--- src/rtl/triangle_tangent_bitangent_top_assert.svh ---
// ---------------------------------------------------------------------------
// assertion macros for the tangent / bitangent block
// clocked on aclk, disabled while aresetn is low
// ---------------------------------------------------------------------------
`ifndef TRIANGLE_TANGENT_BITANGENT_TOP_ASSERT_SVH
`define TRIANGLE_TANGENT_BITANGENT_TOP_ASSERT_SVH

// same-cycle implication
`define TTB_ASSERT_IMPL(lbl, pre, post) \
    lbl: assert property (@(posedge aclk) disable iff (!aresetn) (pre) |-> (post)) \
        else $error("ttb assertion failed");

// next-cycle implication
`define TTB_ASSERT_NEXT(lbl, pre, post) \
    lbl: assert property (@(posedge aclk) disable iff (!aresetn) (pre) |=> (post)) \
        else $error("ttb assertion failed");

`endif

--- src/rtl/ttb_pkg.sv ---
// ---------------------------------------------------------------------------
// ttb_pkg
// shared types and constants of the tangent / bitangent block
// ---------------------------------------------------------------------------
`default_nettype none

package ttb_pkg;

    localparam int VERTEX_SLOTS = 256;
    localparam int SLOT_W       = $clog2(VERTEX_SLOTS);
    localparam int COORD_W      = 16;
    localparam int DELTA_W      = 17;
    localparam int PROD_W       = 34;
    localparam int WIDE_W       = 35;
    localparam int OUT_W        = 32;
    localparam int VERT_W       = 5 * COORD_W;
    localparam int LANES        = 6;

    // request codes
    localparam logic REQ_LOAD     = 1'b0;
    localparam logic REQ_TRIANGLE = 1'b1;

    typedef enum logic [1:0] {
        SEL_A,
        SEL_B,
        SEL_C
    } corner_sel_t;

    typedef enum logic [3:0] {
        ST_IDLE,
        ST_RD_A,
        ST_RD_B,
        ST_RD_C,
        ST_CAP_C,
        ST_MUL,
        ST_DIFF,
        ST_DIV_GO,
        ST_DIV,
        ST_OUT
    } ttb_state_t;

    typedef struct packed {
        logic        load_wr;
        logic        tri_latch;
        corner_sel_t rd_sel;
        logic        cap_a;
        logic        cap_b;
        logic        cap_c;
        logic        mul_en;
        logic        diff_en;
        logic        div_start;
        logic        out_load;
    } ttb_cmd_t;

    typedef struct packed {
        logic div_busy;
    } ttb_stat_t;

endpackage

`default_nettype wire

--- src/rtl/ttb_ctrl.sv ---
// ---------------------------------------------------------------------------
// ttb_ctrl
// sequencer for vertex reads, products, division and result handoff
// ---------------------------------------------------------------------------
`default_nettype none

module ttb_ctrl (
    input  wire logic               aclk,
    input  wire logic               aresetn,
    input  wire logic               s_valid,
    output logic                    s_ready,
    input  wire logic               s_req_type,
    output logic                    m_valid,
    input  wire logic               m_ready,
    output ttb_pkg::ttb_cmd_t       cmd,
    input  wire ttb_pkg::ttb_stat_t stat
);
    import ttb_pkg::*;

    ttb_state_t state_reg, state_next;
    logic       m_valid_reg, m_valid_next;
    logic       out_free;

    assign out_free = !m_valid_reg || m_ready;

    // next state
    always_comb begin
        state_next = state_reg;
        case (state_reg)
            ST_IDLE: begin
                if (s_valid && s_req_type == REQ_TRIANGLE) state_next = ST_RD_A;
            end
            ST_RD_A:   state_next = ST_RD_B;
            ST_RD_B:   state_next = ST_RD_C;
            ST_RD_C:   state_next = ST_CAP_C;
            ST_CAP_C:  state_next = ST_MUL;
            ST_MUL:    state_next = ST_DIFF;
            ST_DIFF:   state_next = ST_DIV_GO;
            ST_DIV_GO: state_next = ST_DIV;
            ST_DIV: begin
                if (!stat.div_busy) state_next = ST_OUT;
            end
            ST_OUT: begin
                if (out_free) state_next = ST_IDLE;
            end
            default:   state_next = ST_IDLE;
        endcase
    end

    // outputs
    always_comb begin
        cmd     = '0;
        s_ready = 1'b0;
        case (state_reg)
            ST_IDLE: begin
                s_ready       = 1'b1;
                cmd.load_wr   = s_valid && s_req_type == REQ_LOAD;
                cmd.tri_latch = s_valid && s_req_type == REQ_TRIANGLE;
            end
            ST_RD_A:   cmd.rd_sel = SEL_A;
            ST_RD_B: begin
                cmd.rd_sel = SEL_B;
                cmd.cap_a  = 1'b1;
            end
            ST_RD_C: begin
                cmd.rd_sel = SEL_C;
                cmd.cap_b  = 1'b1;
            end
            ST_CAP_C:  cmd.cap_c     = 1'b1;
            ST_MUL:    cmd.mul_en    = 1'b1;
            ST_DIFF:   cmd.diff_en   = 1'b1;
            ST_DIV_GO: cmd.div_start = 1'b1;
            ST_OUT:    cmd.out_load  = out_free;
            default:   cmd = '0;
        endcase
    end

    // result valid flag
    always_comb begin
        m_valid_next = m_valid_reg;
        if (m_valid_reg && m_ready) m_valid_next = 1'b0;
        if (cmd.out_load) m_valid_next = 1'b1;
    end

    always_ff @(posedge aclk) begin
        if (!aresetn) begin
            state_reg   <= ST_IDLE;
            m_valid_reg <= 1'b0;
        end else begin
            state_reg   <= state_next;
            m_valid_reg <= m_valid_next;
        end
    end

    assign m_valid = m_valid_reg;

endmodule

`default_nettype wire

--- config.mk ---
export PLATFORM = sky130hd
export DESIGN_NAME = ttb_ctrl
export DESIGN_NICKNAME = d
export VERILOG_FILES = /design/src/rtl/triangle_tangent_bitangent_top_assert.svh /design/src/rtl/ttb_pkg.sv /design/src/rtl/ttb_ctrl.sv
export SDC_FILE = /design/constraint.sdc
export NUM_CORES = 1
export LEC_CHECK = 0
export ABC_CLOCK_PERIOD_IN_PS = 1100
export BUFFER_PORTS_ARGS = -buffer_cell sky130_fd_sc_hd__clkbuf_2
export CORE_AREA = 2 2 39 41
export DETAILED_ROUTE_END_ITERATION = 16
export DIE_AREA = 0 0 41 43
export GPL_TIMING_DRIVEN = 0
export PLACE_DENSITY = 0.62
export SYNTH_ARGS = -nofsm -noshare
export SYNTH_HDL_FRONTEND = slang
export SYNTH_SLANG_ARGS = --single-unit
export TNS_END_PERCENT = 20
--- constraint.sdc ---
create_clock -name aclk -period 1.1 [get_ports aclk]
set_clock_uncertainty 0.1 [all_clocks]
set_input_delay 0.11 -clock aclk [delete_from_list [all_inputs] [get_ports aclk]]
set_output_delay 0.11 -clock aclk [all_outputs]
set_load 0.05 [all_outputs]
# [Yosys cells after proc, flatten, opt, wreduce, memory -nomap -nowiden]
# Cells that the tools add are included.
[totals] reg_bits=5 inputBits=6 out_inout_bits=13 wordCells=39
[classes] n_eq_ne=12 muxes=16 n_bitwise=1 n_reduce_logical=8
[ops] operator="$pmux 4 s10" n=1
[ops] operator="$eq 4x3->1 const B" n=4
[ops] operator="$mux 4" n=3
[ops] operator="$mux 1" n=10
[ops] operator="$eq 4x2->1 const B" n=2
[ops] operator="$eq 4x4->1 const B" n=2
[ops] operator="$ne 2x2->1 const B" n=3
[ops] operator="$eq 4x1->1 const B" n=1
[ops] operator="$logic_not 4->1" n=1
[ops] operator="$pmux 2 s2" n=1
[ops] operator="$logic_and 1x1->1" n=3
[ops] operator="$reduce_and 3->1" n=1
[ops] operator="$mux 2" n=1
[ops] operator="$reduce_bool 2->1" n=1
[ops] operator="$logic_not 1->1" n=1
[ops] operator="$logic_or 1x1->1" n=1
[ops] operator="$not 1->1" n=1

# [Depth between registers and ports, before layout]
# Gate-level depths: netlist (run 1).
[logic_depth] word_depth=4 ltp_mapped=4 depth_no_buf=3

# [Worst setup path before layout (run 1)]
# No wires, ideal clock.
[synth_path] path_kind="register to output" start="reg state_reg[1]" end="out cmd[10] (netlist bit)" arrival_time_ps=2254 required_ps=890 setup_slack_ps=-1364 path_stages_with_launch=5 n_path_buf=1 path_cell_list="dfxtp_1 buf_6 nor4_2 nand2_1 nor2_1"
[synth_rtl] element="start: declaration" line="ttb_ctrl.sv:20" rtl="ttb_state_t state_reg, state_next;"
[synth_rtl] element="start signal: assignment" line="ttb_ctrl.sv:90" rtl="state_reg <= state_next;"
[synth_rtl] element="end: declaration" line="ttb_ctrl.sv:15" rtl="output ttb_pkg::ttb_cmd_t cmd,"

==> flow_metrics.py, run 1 <==
metrics = {
    "outcome": {
        "run_status": "complete, but fails checks",
        "violations": "setup timing",
    },
    "worst_setup_path": {
        "crit_path_max_fanout": 7,
        "worstReg2RegStart": "state_reg[1]$_SDFFE_PN0P_",
        "critPathArrivalTime_ns": 1.32,
        "worstPathRequired_ns": 0.89,
        "crit_start": "state_reg[2]$_SDFFE_PN0P_",
        "reg2reg_slack_ns": -0.24,
        "reg2regPathDepth": 4,
        "crit_path_end_kind": "primary output",
        "worstReg2RegEnd": "state_reg[0]$_SDFFE_PN0P_",
        "endpoint": "cmd[9]",
        "critical_path_class": "reg -> out",
        "start_kind": "flop",
    },
    "clocking": {
        "cts_made_buffers": 3,
        "cts.sinks": 5,
        "clockBufferDepth": 2,
        "root_buffer": "clkbuf_4",
        "cts_max_level": 1,
        "clk_latency_ns": 0.23,
        "tritoncts": "built",
        "clkTransAtPathRegs_ns": 0.04,
        "cts_hold_buf": 0,
    },
    "synthesis": {
        "mappedNetlistNets": 47,
        "synth_cells": 41,
        "ys_ff_latch": 5,
        "ys_seq_area_share_pct": 29.5,
        "synthTopCellsByArea": "dfxtp_1 30%, buf_6 6.6%, nand2b_1 5.5%",
        "avgSynthCellArea_sq_um": 8.27,
        "synthFlopType": "dfxtp_1",
        "ys_types": 22,
        "synthArstFlopShare_pct": 0,
        "yosysWarnings": 0,
        "synth_area_sq_um": 339,
        "synth-edff-count": 0,
        "yosys.area.top_type": "dfxtp_1",
        "yosys.area.top_type_share_pct": 29.5,
    },
    "pwr": {
        "total_power_mw": 0.755,
        "power.density_nw_per_um2": 1010,
        "leakage_nw": 0.323,
        "peakVddDrop_v": 0.000486,
    },
    "finish": {
        "nNetsFinal": 79,
        "finish.utilization_pct": 54.2,
        "drive_gt1_share_pct": 69.4,
        "diodes": 0,
        "largest_reg_flops": 4,
        "synthToLayoutAreaGrowth_pct": 121,
    },
    "sta": {
        "timing.final.crit_period_ns": 1.53,
        "rsz0062_at_grt": "true",
        "hold_viol": 0,
        "period_share_pct": 139,
        "setup_viol": 14,
        "final-max-slew-violation-count": 0,
        "worst_pin_slew_ns": 0.361,
        "slew_headroom_pct": 75.3,
        "setup_ws_ns": -0.428,
        "fmax_ghz": 0.654,
    },
    "global_route": {
        "grt-ovfl-total": 0,
        "grt_pass1_wl_microns": 1480,
        "grt_pass1_vias": 368,
        "grt_max_degree": 11,
        "track_usage_pct": 12.3,
        "antenna_found_initial": 0,
    },
    "floorplanning": {
        "rows": 14,
        "die_x_microns": 41,
        "dieArea_sq_um": 1760,
        "die_h_microns": 43,
        "start_util_pct": 24.5,
        "coreArea_sq_um": 1380,
        "ios": 19,
    },
    "drt": {
        "wl_microns": 1050,
        "vias": 392,
        "via_per_inst": 4.45,
        "ant_nets": 0,
        "first_pass_iters": 2,
        "drt-initial-drc-count": 2,
        "wl_per_cell_microns": 11.9,
        "drc": 0,
    },
    "placement": {
        "dp_hpwl_microns": 596,
        "port_buffers": 18,
        "finalWeightedCongestion": 0.669,
    },
    "hold_path": {
        "hp-class": "in -> reg",
    },
    "run": {
        "drv.max_cap_violation_count": 0,
    },
}
==> Yosys cell counts, drive strengths merged (2+ instances only) <==
| library cell | count |
|---|---|
| a2111oi | 2 |
| nor2 | 5 |
| dfxtp | 5 |
| buf | 5 |
| nand2 | 4 |
| nor3 | 3 |
| nor3b | 2 |
| nand2b | 3 |
==> layout make-up <==
cell class / instances / area [sq um]
plain buffers: 4 / 41.3
clock buffers: 4 / 26.3
fillers: 119 / 633
inverters: 1 / 3.75
multi-input cells: 30 / 264
flip-flops and latches: 5 / 109
well taps: 16 / 20.0
repair buffers: 28 / 287
==> critical path: stages, from the launching register on <==
cell and delay, ns:
dfxtp_2 0.32, buf_6 0.13, nor4_4 0.25, and3_4 0.23, clkbuf_16 0.15
==> placed cells by master, fill, tap and decap left out <==
cell type / synthesis / routed
clkbuf_1: 0 / 1
nand2_1: 4 / 4
dfxtp_2: 0 / 1
nor2b_1: 1 / 1
clkbuf_16: 0 / 2
dfxtp_4: 0 / 2
buf_4: 2 / 11
o32ai_1: 1 / 1
nand2b_4: 0 / 1
a2111oi_2: 0 / 1
and2_1: 1 / 1
dfxtp_1: 5 / 2
buf_6: 2 / 4
a2111oi_0: 2 / 1
and3_4: 0 / 1
o31a_1: 1 / 1
nor3b_2: 0 / 2
xnor2_1: 1 / 1
clkbuf_4: 0 / 4
nor2_1: 5 / 2
clkbuf_8: 0 / 6
buf_8: 0 / 2
nand4bb_1: 1 / 1
nor2_4: 0 / 1
xor2_1: 1 / 1
inv_1: 1 / 1
nor3_2: 0 / 2
nor4_4: 0 / 1
nand2b_1: 3 / 2
o21a_1: 1 / 1
a21boi_0: 1 / 1
clkbuf_2: 0 / 6
nor2_2: 0 / 2
nor3_4: 0 / 1
==> logic make-up after synthesis <==
logic type / synth area share, %
AO/OA/AOI/OAI: 14.8
XOR/XNOR: 5.17
buffers and inverters: 13.6
flip-flops: 29.5
AND/OR/NAND/NOR: 36.9
==> layer usage <==
layer / track usage, % / part of all wire (%) / up-vias
met5: 0 / 0 / -
met4: 6.00 / 0 / 0
met3: 1.57 / 3.4 / 0
met2: 22.5 / 58 / 15
met1: 12.5 / 39 / 176
li1: - / - / 201
==> power by group <==
| part | internal, mW | switching (mW) | total (mW) | leakage [nW] |
|---|---|---|---|---|
| combinational | 0.165 | 0.187 | 0.352 | 0.265 |
| sequential | 0.190 | 0.0136 | 0.204 | 0.0426 |
| clock | 0.136 | 0.0628 | 0.199 | 0.0150 |
| total | 0.492 | 0.263 | 0.755 | 0.323 |
==> what timing repair did <==
item / 4_1_cts / 5_1_grt
gates resized for setup: 37 / 7
buffers inserted: 6 / 4
pin swaps: 5 / 3
setup endpoints to repair: 15 / 15
==> per-stage QoR <==
stage,worst slack (ns),hold slack [ns],cell area (sq um),TNS (ns),std cells
after floorplan,-0.737,0.128,382,-6.16,41
after global placement,-0.329,0.264,492,-3.38,75
after detailed placement,-0.351,0.277,492,-3.50,75
after CTS,-0.492,0.0165,718,-4.82,85
after global routing,-0.518,0.0273,751,-5.50,88
final,-0.428,0.0244,751,-4.67,88
==> worst min-delay path by stage <==
stage	from	endpoint	cells past startpoint
after floorplan	aresetn	state_reg[3]$_SDFFE_PN0P_	1
final	aresetn	state_reg[3]$_SDFFE_PN0P_	2
after global routing	aresetn	state_reg[3]$_SDFFE_PN0P_	2
after CTS	aresetn	state_reg[3]$_SDFFE_PN0P_	2
after global placement	aresetn	state_reg[3]$_SDFFE_PN0P_	2
after detailed placement	aresetn	state_reg[3]$_SDFFE_PN0P_	2
Note: power is estimated with default switching activity, not from simulation.
==> run 2: changes to the inputs <==
CELL_PAD_IN_SITES_DETAIL_PLACEMENT = 1   (was not set)
CELL_PAD_IN_SITES_GLOBAL_PLACEMENT = 1   (was not set)
CORE_AREA = not set   (was 2 2 39 41)
CORE_MARGIN = 2   (was not set)
CORE_UTILIZATION = 24   (was not set)
DIE_AREA = not set   (was 0 0 41 43)
PLACE_DENSITY = 0.77   (was 0.62)
==> flow_metrics.py, run 2 (synthesis gave the netlist of run 1 again) <==
metrics = {
    "drt": {
        "wl_microns": 1140,
        "drt-initial-drc-count": 0,
        "ant_nets": 0,
        "via_per_inst": 4.85,
        "vias": 407,
        "first_pass_iters": 1,
        "drc": 0,
        "wl_per_cell_microns": 13.6,
    },
    "pwr": {
        "pwr-share-comb_pct": 47.8,
        "clkPwrFrac_pct": 27.6,
        "p_sw_mw": 0.297,
        "power_frac_seq_pct": 24.6,
        "total_power_mw": 0.794,
        "leakage_nw": 0.309,
        "power.density_nw_per_um2": 1050,
        "power.internal_mw": 0.497,
        "peakVddDrop_v": 0.000773,
        "netSwitchingFraction_pct": 37.4,
    },
    "finish": {
        "nNetsFinal": 76,
        "diodes": 0,
        "final_common_cell": "buf_4",
        "largest_reg_flops": 4,
        "layout_common_cells": "6 x buf_4, 5 x buf_6, 5 x clkbuf_2, 5 x clkbuf_8, 5 x buf_8",
        "synthToLayoutAreaGrowth_pct": 122,
        "fin_cells": 84,
        "fin_area_sq_um": 753,
        "drive_gt1_share_pct": 73.9,
        "finish.utilization_pct": 57.2,
    },
    "worst_setup_path": {
        "start_kind": "flop",
        "worstPathRequired_ns": 0.89,
        "crit_path_end_kind": "primary output",
        "critPathArrivalTime_ns": 1.39,
        "crit_path_max_fanout": 3,
        "critical_path_class": "reg -> out",
    },
    "clocking": {
        "cts.sinks": 5,
        "tritoncts": "built",
        "clk_latency_ns": 0.25,
        "cts_made_buffers": 3,
        "clockBufferDepth": 2,
        "cts_hold_buf": 0,
        "cts_max_level": 1,
        "clkTransAtPathRegs_ns": 0.05,
        "root_buffer": "clkbuf_4",
    },
    "placement": {
        "port_buffers": 18,
        "dpl_cell_area_sq_um": 490,
        "dp_hpwl_microns": 634,
        "place_inst": 74,
        "finalWeightedCongestion": 0.695,
    },
    "sta": {
        "final-max-slew-violation-count": 0,
        "fmax_ghz": 0.626,
        "hold_viol": 0,
        "setup_ws_ns": -0.499,
        "slew_headroom_pct": 76.6,
        "timing.final.crit_period_ns": 1.60,
        "setup_viol": 16,
        "fin_hold_ws_ns": 0.000796,
        "period_share_pct": 145,
        "worst_pin_slew_ns": 0.351,
        "rsz0062_at_grt": "true",
    },
    "global_route": {
        "grt_pass1_vias": 400,
        "antenna_found_initial": 0,
        "grt_max_degree": 11,
        "grt_pass1_wl_microns": 1660,
        "track_usage_pct": 12.6,
        "grt-ovfl-total": 0,
    },
    "hold_path": {
        "hp-class": "in -> reg",
    },
    "floorplanning": {
        "rows": 13,
        "ios": 19,
        "dieArea_sq_um": 1730,
        "start_util_pct": 25.7,
        "die_h_microns": 41.6,
        "coreArea_sq_um": 1320,
        "die_x_microns": 41.6,
    },
    "outcome": {
        "violations": "setup timing",
        "run_status": "complete, but fails checks",
    },
    "run": {
        "drv.max_cap_violation_count": 0,
    },
}
run 2: cell types whose count changed in the layout (fill, tap and decap cells not counted), sizes merged:
cell / previous run / this run
buf: 17 / 18
clkbuf: 19 / 15
run 2: what timing repair did:
action                     CTS  global route
hold endpoints to repair     0             0
pin swaps                    2             7
cloned                       0             0
resized for setup           28            25
setup endpoints to repair   15            17
buffers inserted             2             4
run 2: metrics by stage:
step,worst slack (ns),setup TNS (ns)
2_1_floorplan,-0.737,-6.16
3_3_place_gp,-0.359,-3.72
3_5_place_dp,-0.392,-3.88
6_report,-0.499,-5.39
4_1_cts,-0.507,-5.39
5_1_grt,-0.591,-6.52
run 2: worst paths after layout:
| check | slack (ns) | to | start | cells after the start |
|---|---|---|---|---|
| worst max-delay path | -0.50 | cmd[9] | state_reg[0]$_SDFFE_PN0P_ | 4 |
| worst min-delay path | 0.0008 | state_reg[3]$_SDFFE_PN0P_ | aresetn | 2 |
| worst max register to register | -0.36 | state_reg[0]$_SDFFE_PN0P_ | state_reg[1]$_SDFFE_PN0P_ | 5 |
| worst min register to register | 0.48 | m_valid$_SDFFE_PN0P_ | state_reg[0]$_SDFFE_PN0P_ | 2 |
run 2: worst max-delay path, stage by stage (launching register included):
cell,delay (ns)
dfxtp_2,0.32
buf_6,0.12
nor4_4,0.32
and3_4,0.24
buf_8,0.14
run 2: layout make-up:
| type | instances | area, sq um |
|---|---|---|
| Timing Repair Buffer | 24 | 250 |
| Multi-Input combinational cell | 30 | 295 |
| Clock buffer | 4 | 26.3 |
| Sequential cell | 5 | 106 |
| Buffer | 5 | 52.6 |
| Fill cell | 146 | 564 |
| Tap cell | 15 | 18.8 |
| Inverter | 1 | 3.75 |
run 2: power by group through the flow:
stage	combinational (mW)	sequential, mW	clock [mW]
final	0.379	0.195	0.219
after global routing	0.399	0.197	0.240
after CTS	0.304	0.196	0.225
after detailed placement	0.253	0.198	0
after global placement	0.250	0.198	0
after floorplan	0.203	0.198	0
run 2: per-layer routing:
metal | vias to the layer above | track usage [%] | wire length, microns
met3 | 2 | 4.35 | 53
li1 | 198 | - | -
met4 | 0 | 7.74 | 17
met2 | 11 | 21.9 | 638
met5 | - | 0 | 0
met1 | 196 | 12.9 | 435
==> run 3: changes to the inputs <==
CORE_MARGIN = not set   (was 2)
==> flow_metrics.py, run 3 (synthesis gave the netlist of run 1 again) <==
metrics = {
    "worst_setup_path": {
        "critical_path_class": "reg -> out",
        "crit_path_max_fanout": 7,
        "critPathArrivalTime_ns": 1.32,
        "worstPathRequired_ns": 0.89,
        "reg2reg_slack_ns": -0.29,
        "start_kind": "flop",
        "crit_path_end_kind": "primary output",
    },
    "finish": {
        "final_common_cell": "buf_4",
        "diodes": 0,
        "layout_common_cells": "9 x buf_4, 5 x clkbuf_2, 5 x clkbuf_8",
        "drive_gt1_share_pct": 66.2,
        "nNetsFinal": 75,
        "fill_cells": 152,
        "largest_reg_flops": 4,
        "synthToLayoutAreaGrowth_pct": 103,
    },
    "hold_path": {
        "hp-class": "in -> reg",
    },
    "global_route": {
        "grt_max_degree": 11,
        "grt-ovfl-total": 0,
        "grt_pass1_wl_microns": 1520,
        "grt_pass1_vias": 363,
        "antenna_found_initial": 0,
        "track_usage_pct": 15.4,
    },
    "pwr": {
        "power.density_nw_per_um2": 1050,
        "netSwitchingFraction_pct": 36.7,
        "p_sw_mw": 0.267,
        "power.internal_mw": 0.460,
        "power_frac_seq_pct": 28.3,
        "peakVddDrop_v": 0.000428,
        "clkPwrFrac_pct": 28.7,
        "leakage_nw": 0.295,
        "pwr-share-comb_pct": 43.0,
    },
    "floorplanning": {
        "die_x_microns": 39.6,
        "ios": 19,
        "rows": 13,
        "die_h_microns": 39.6,
        "coreArea_sq_um": 1300,
        "start_util_pct": 26.1,
        "dieArea_sq_um": 1570,
    },
    "placement": {
        "place_ws_ns": -0.349,
        "dp_hpwl_microns": 675,
        "finalWeightedCongestion": 0.681,
        "port_buffers": 18,
    },
    "sta": {
        "final-max-slew-violation-count": 0,
        "slew_headroom_pct": 75.2,
        "period_share_pct": 139,
        "worst_pin_slew_ns": 0.363,
        "rsz0062_at_grt": "true",
        "fmax_ghz": 0.654,
        "hold_viol": 0,
        "timing.final.crit_period_ns": 1.53,
        "setup-tns-final_ns": -4.35,
        "setup_viol": 14,
        "fin_hold_ws_ns": 0.0125,
        "setup_ws_ns": -0.428,
    },
    "drt": {
        "via_per_inst": 4.67,
        "vias": 388,
        "drt-initial-drc-count": 0,
        "wl_per_cell_microns": 12.3,
        "first_pass_iters": 1,
        "ant_nets": 0,
        "drc": 0,
        "wl_microns": 1020,
    },
    "outcome": {
        "run_status": "complete, but fails checks",
        "violations": "setup timing",
    },
    "clocking": {
        "root_buffer": "clkbuf_4",
        "clk_latency_ns": 0.24,
        "tritoncts": "built",
        "cts_made_buffers": 3,
        "clockBufferDepth": 2,
        "cts_hold_buf": 0,
        "cts.sinks": 5,
        "cts_max_level": 1,
        "clkTransAtPathRegs_ns": 0.04,
    },
    "run": {
        "drv.max_cap_violation_count": 0,
    },
}
[run 3: changes by cell type in the layout (fill, tap and decap cells not counted), moves of 2 or more]
| cell | previous run | this run |
|---|---|---|
| buf_4 | 6 | 9 |
| buf_8 | 5 | 3 |
| nand2_1 | 2 | 4 |
| nand2_2 | 2 | 0 |
[run 3: power groups by stage]
stage,Sequential (mW),Combinational [mW],Clock (mW)
4_1_cts,0.196,0.309,0.222
5_1_grt,0.208,0.329,0.239
3_5_place_dp,0.199,0.252,0
6_report,0.206,0.313,0.208
3_3_place_gp,0.198,0.248,0
2_1_floorplan,0.198,0.203,0
[run 3: final cells by class]
type,count,area (sq um),share of cell area (%)
multi-input cells,30,268,38.8
repair buffers,24,226,32.8
flip-flops and latches,5,109,15.8
plain buffers,4,37.5,5.44
clock buffers,4,26.3,3.81
well taps,15,18.8,2.72
inverters,1,3.75,0.544
[run 3: worst paths after layout]
check	startpoint	endpoint	cells after the start
worst max register to register	state_reg[2]$_SDFFE_PN0P_	state_reg[0]$_SDFFE_PN0P_	5
worst min register to register	state_reg[0]$_SDFFE_PN0P_	m_valid$_SDFFE_PN0P_	2
worst max-delay path	state_reg[2]$_SDFFE_PN0P_	cmd[10]	5
worst min-delay path	aresetn	state_reg[3]$_SDFFE_PN0P_	2
[run 3: metrics by stage]
stage	util [%]	area [sq um]	instances	power [mW]
after global routing	53.0	689	83	0.776
after floorplan	-	382	41	0.401
after global placement	37.7	490	74	0.446
final	53.0	689	83	0.727
after detailed placement	37.7	490	74	0.451
after CTS	50.0	651	81	0.727
[run 3: routing by layer]
metal	global-route usage, %	part of all wire [%]
met5	0	0
met4	12.9	2.9
met3	3.41	1.1
met2	25.8	56
met1	16.0	40
[run 3: what timing repair did]
item / in CTS / in global routing
hold endpoints to repair: 0 / 0
setup buffers: 3 / 3
setup endpoints to repair: 14 / 16
pin swaps: 2 / 2
gates resized for setup: 29 / 14
gates cloned: 0 / 0
[run 3: worst max-delay path, stage by stage, from the launching register on]
cell	delay, ns
dfxtp_2	0.31
buf_6	0.13
nor4_4	0.25
nand2_1	0.13
nor2_4	0.10
buf_8	0.15
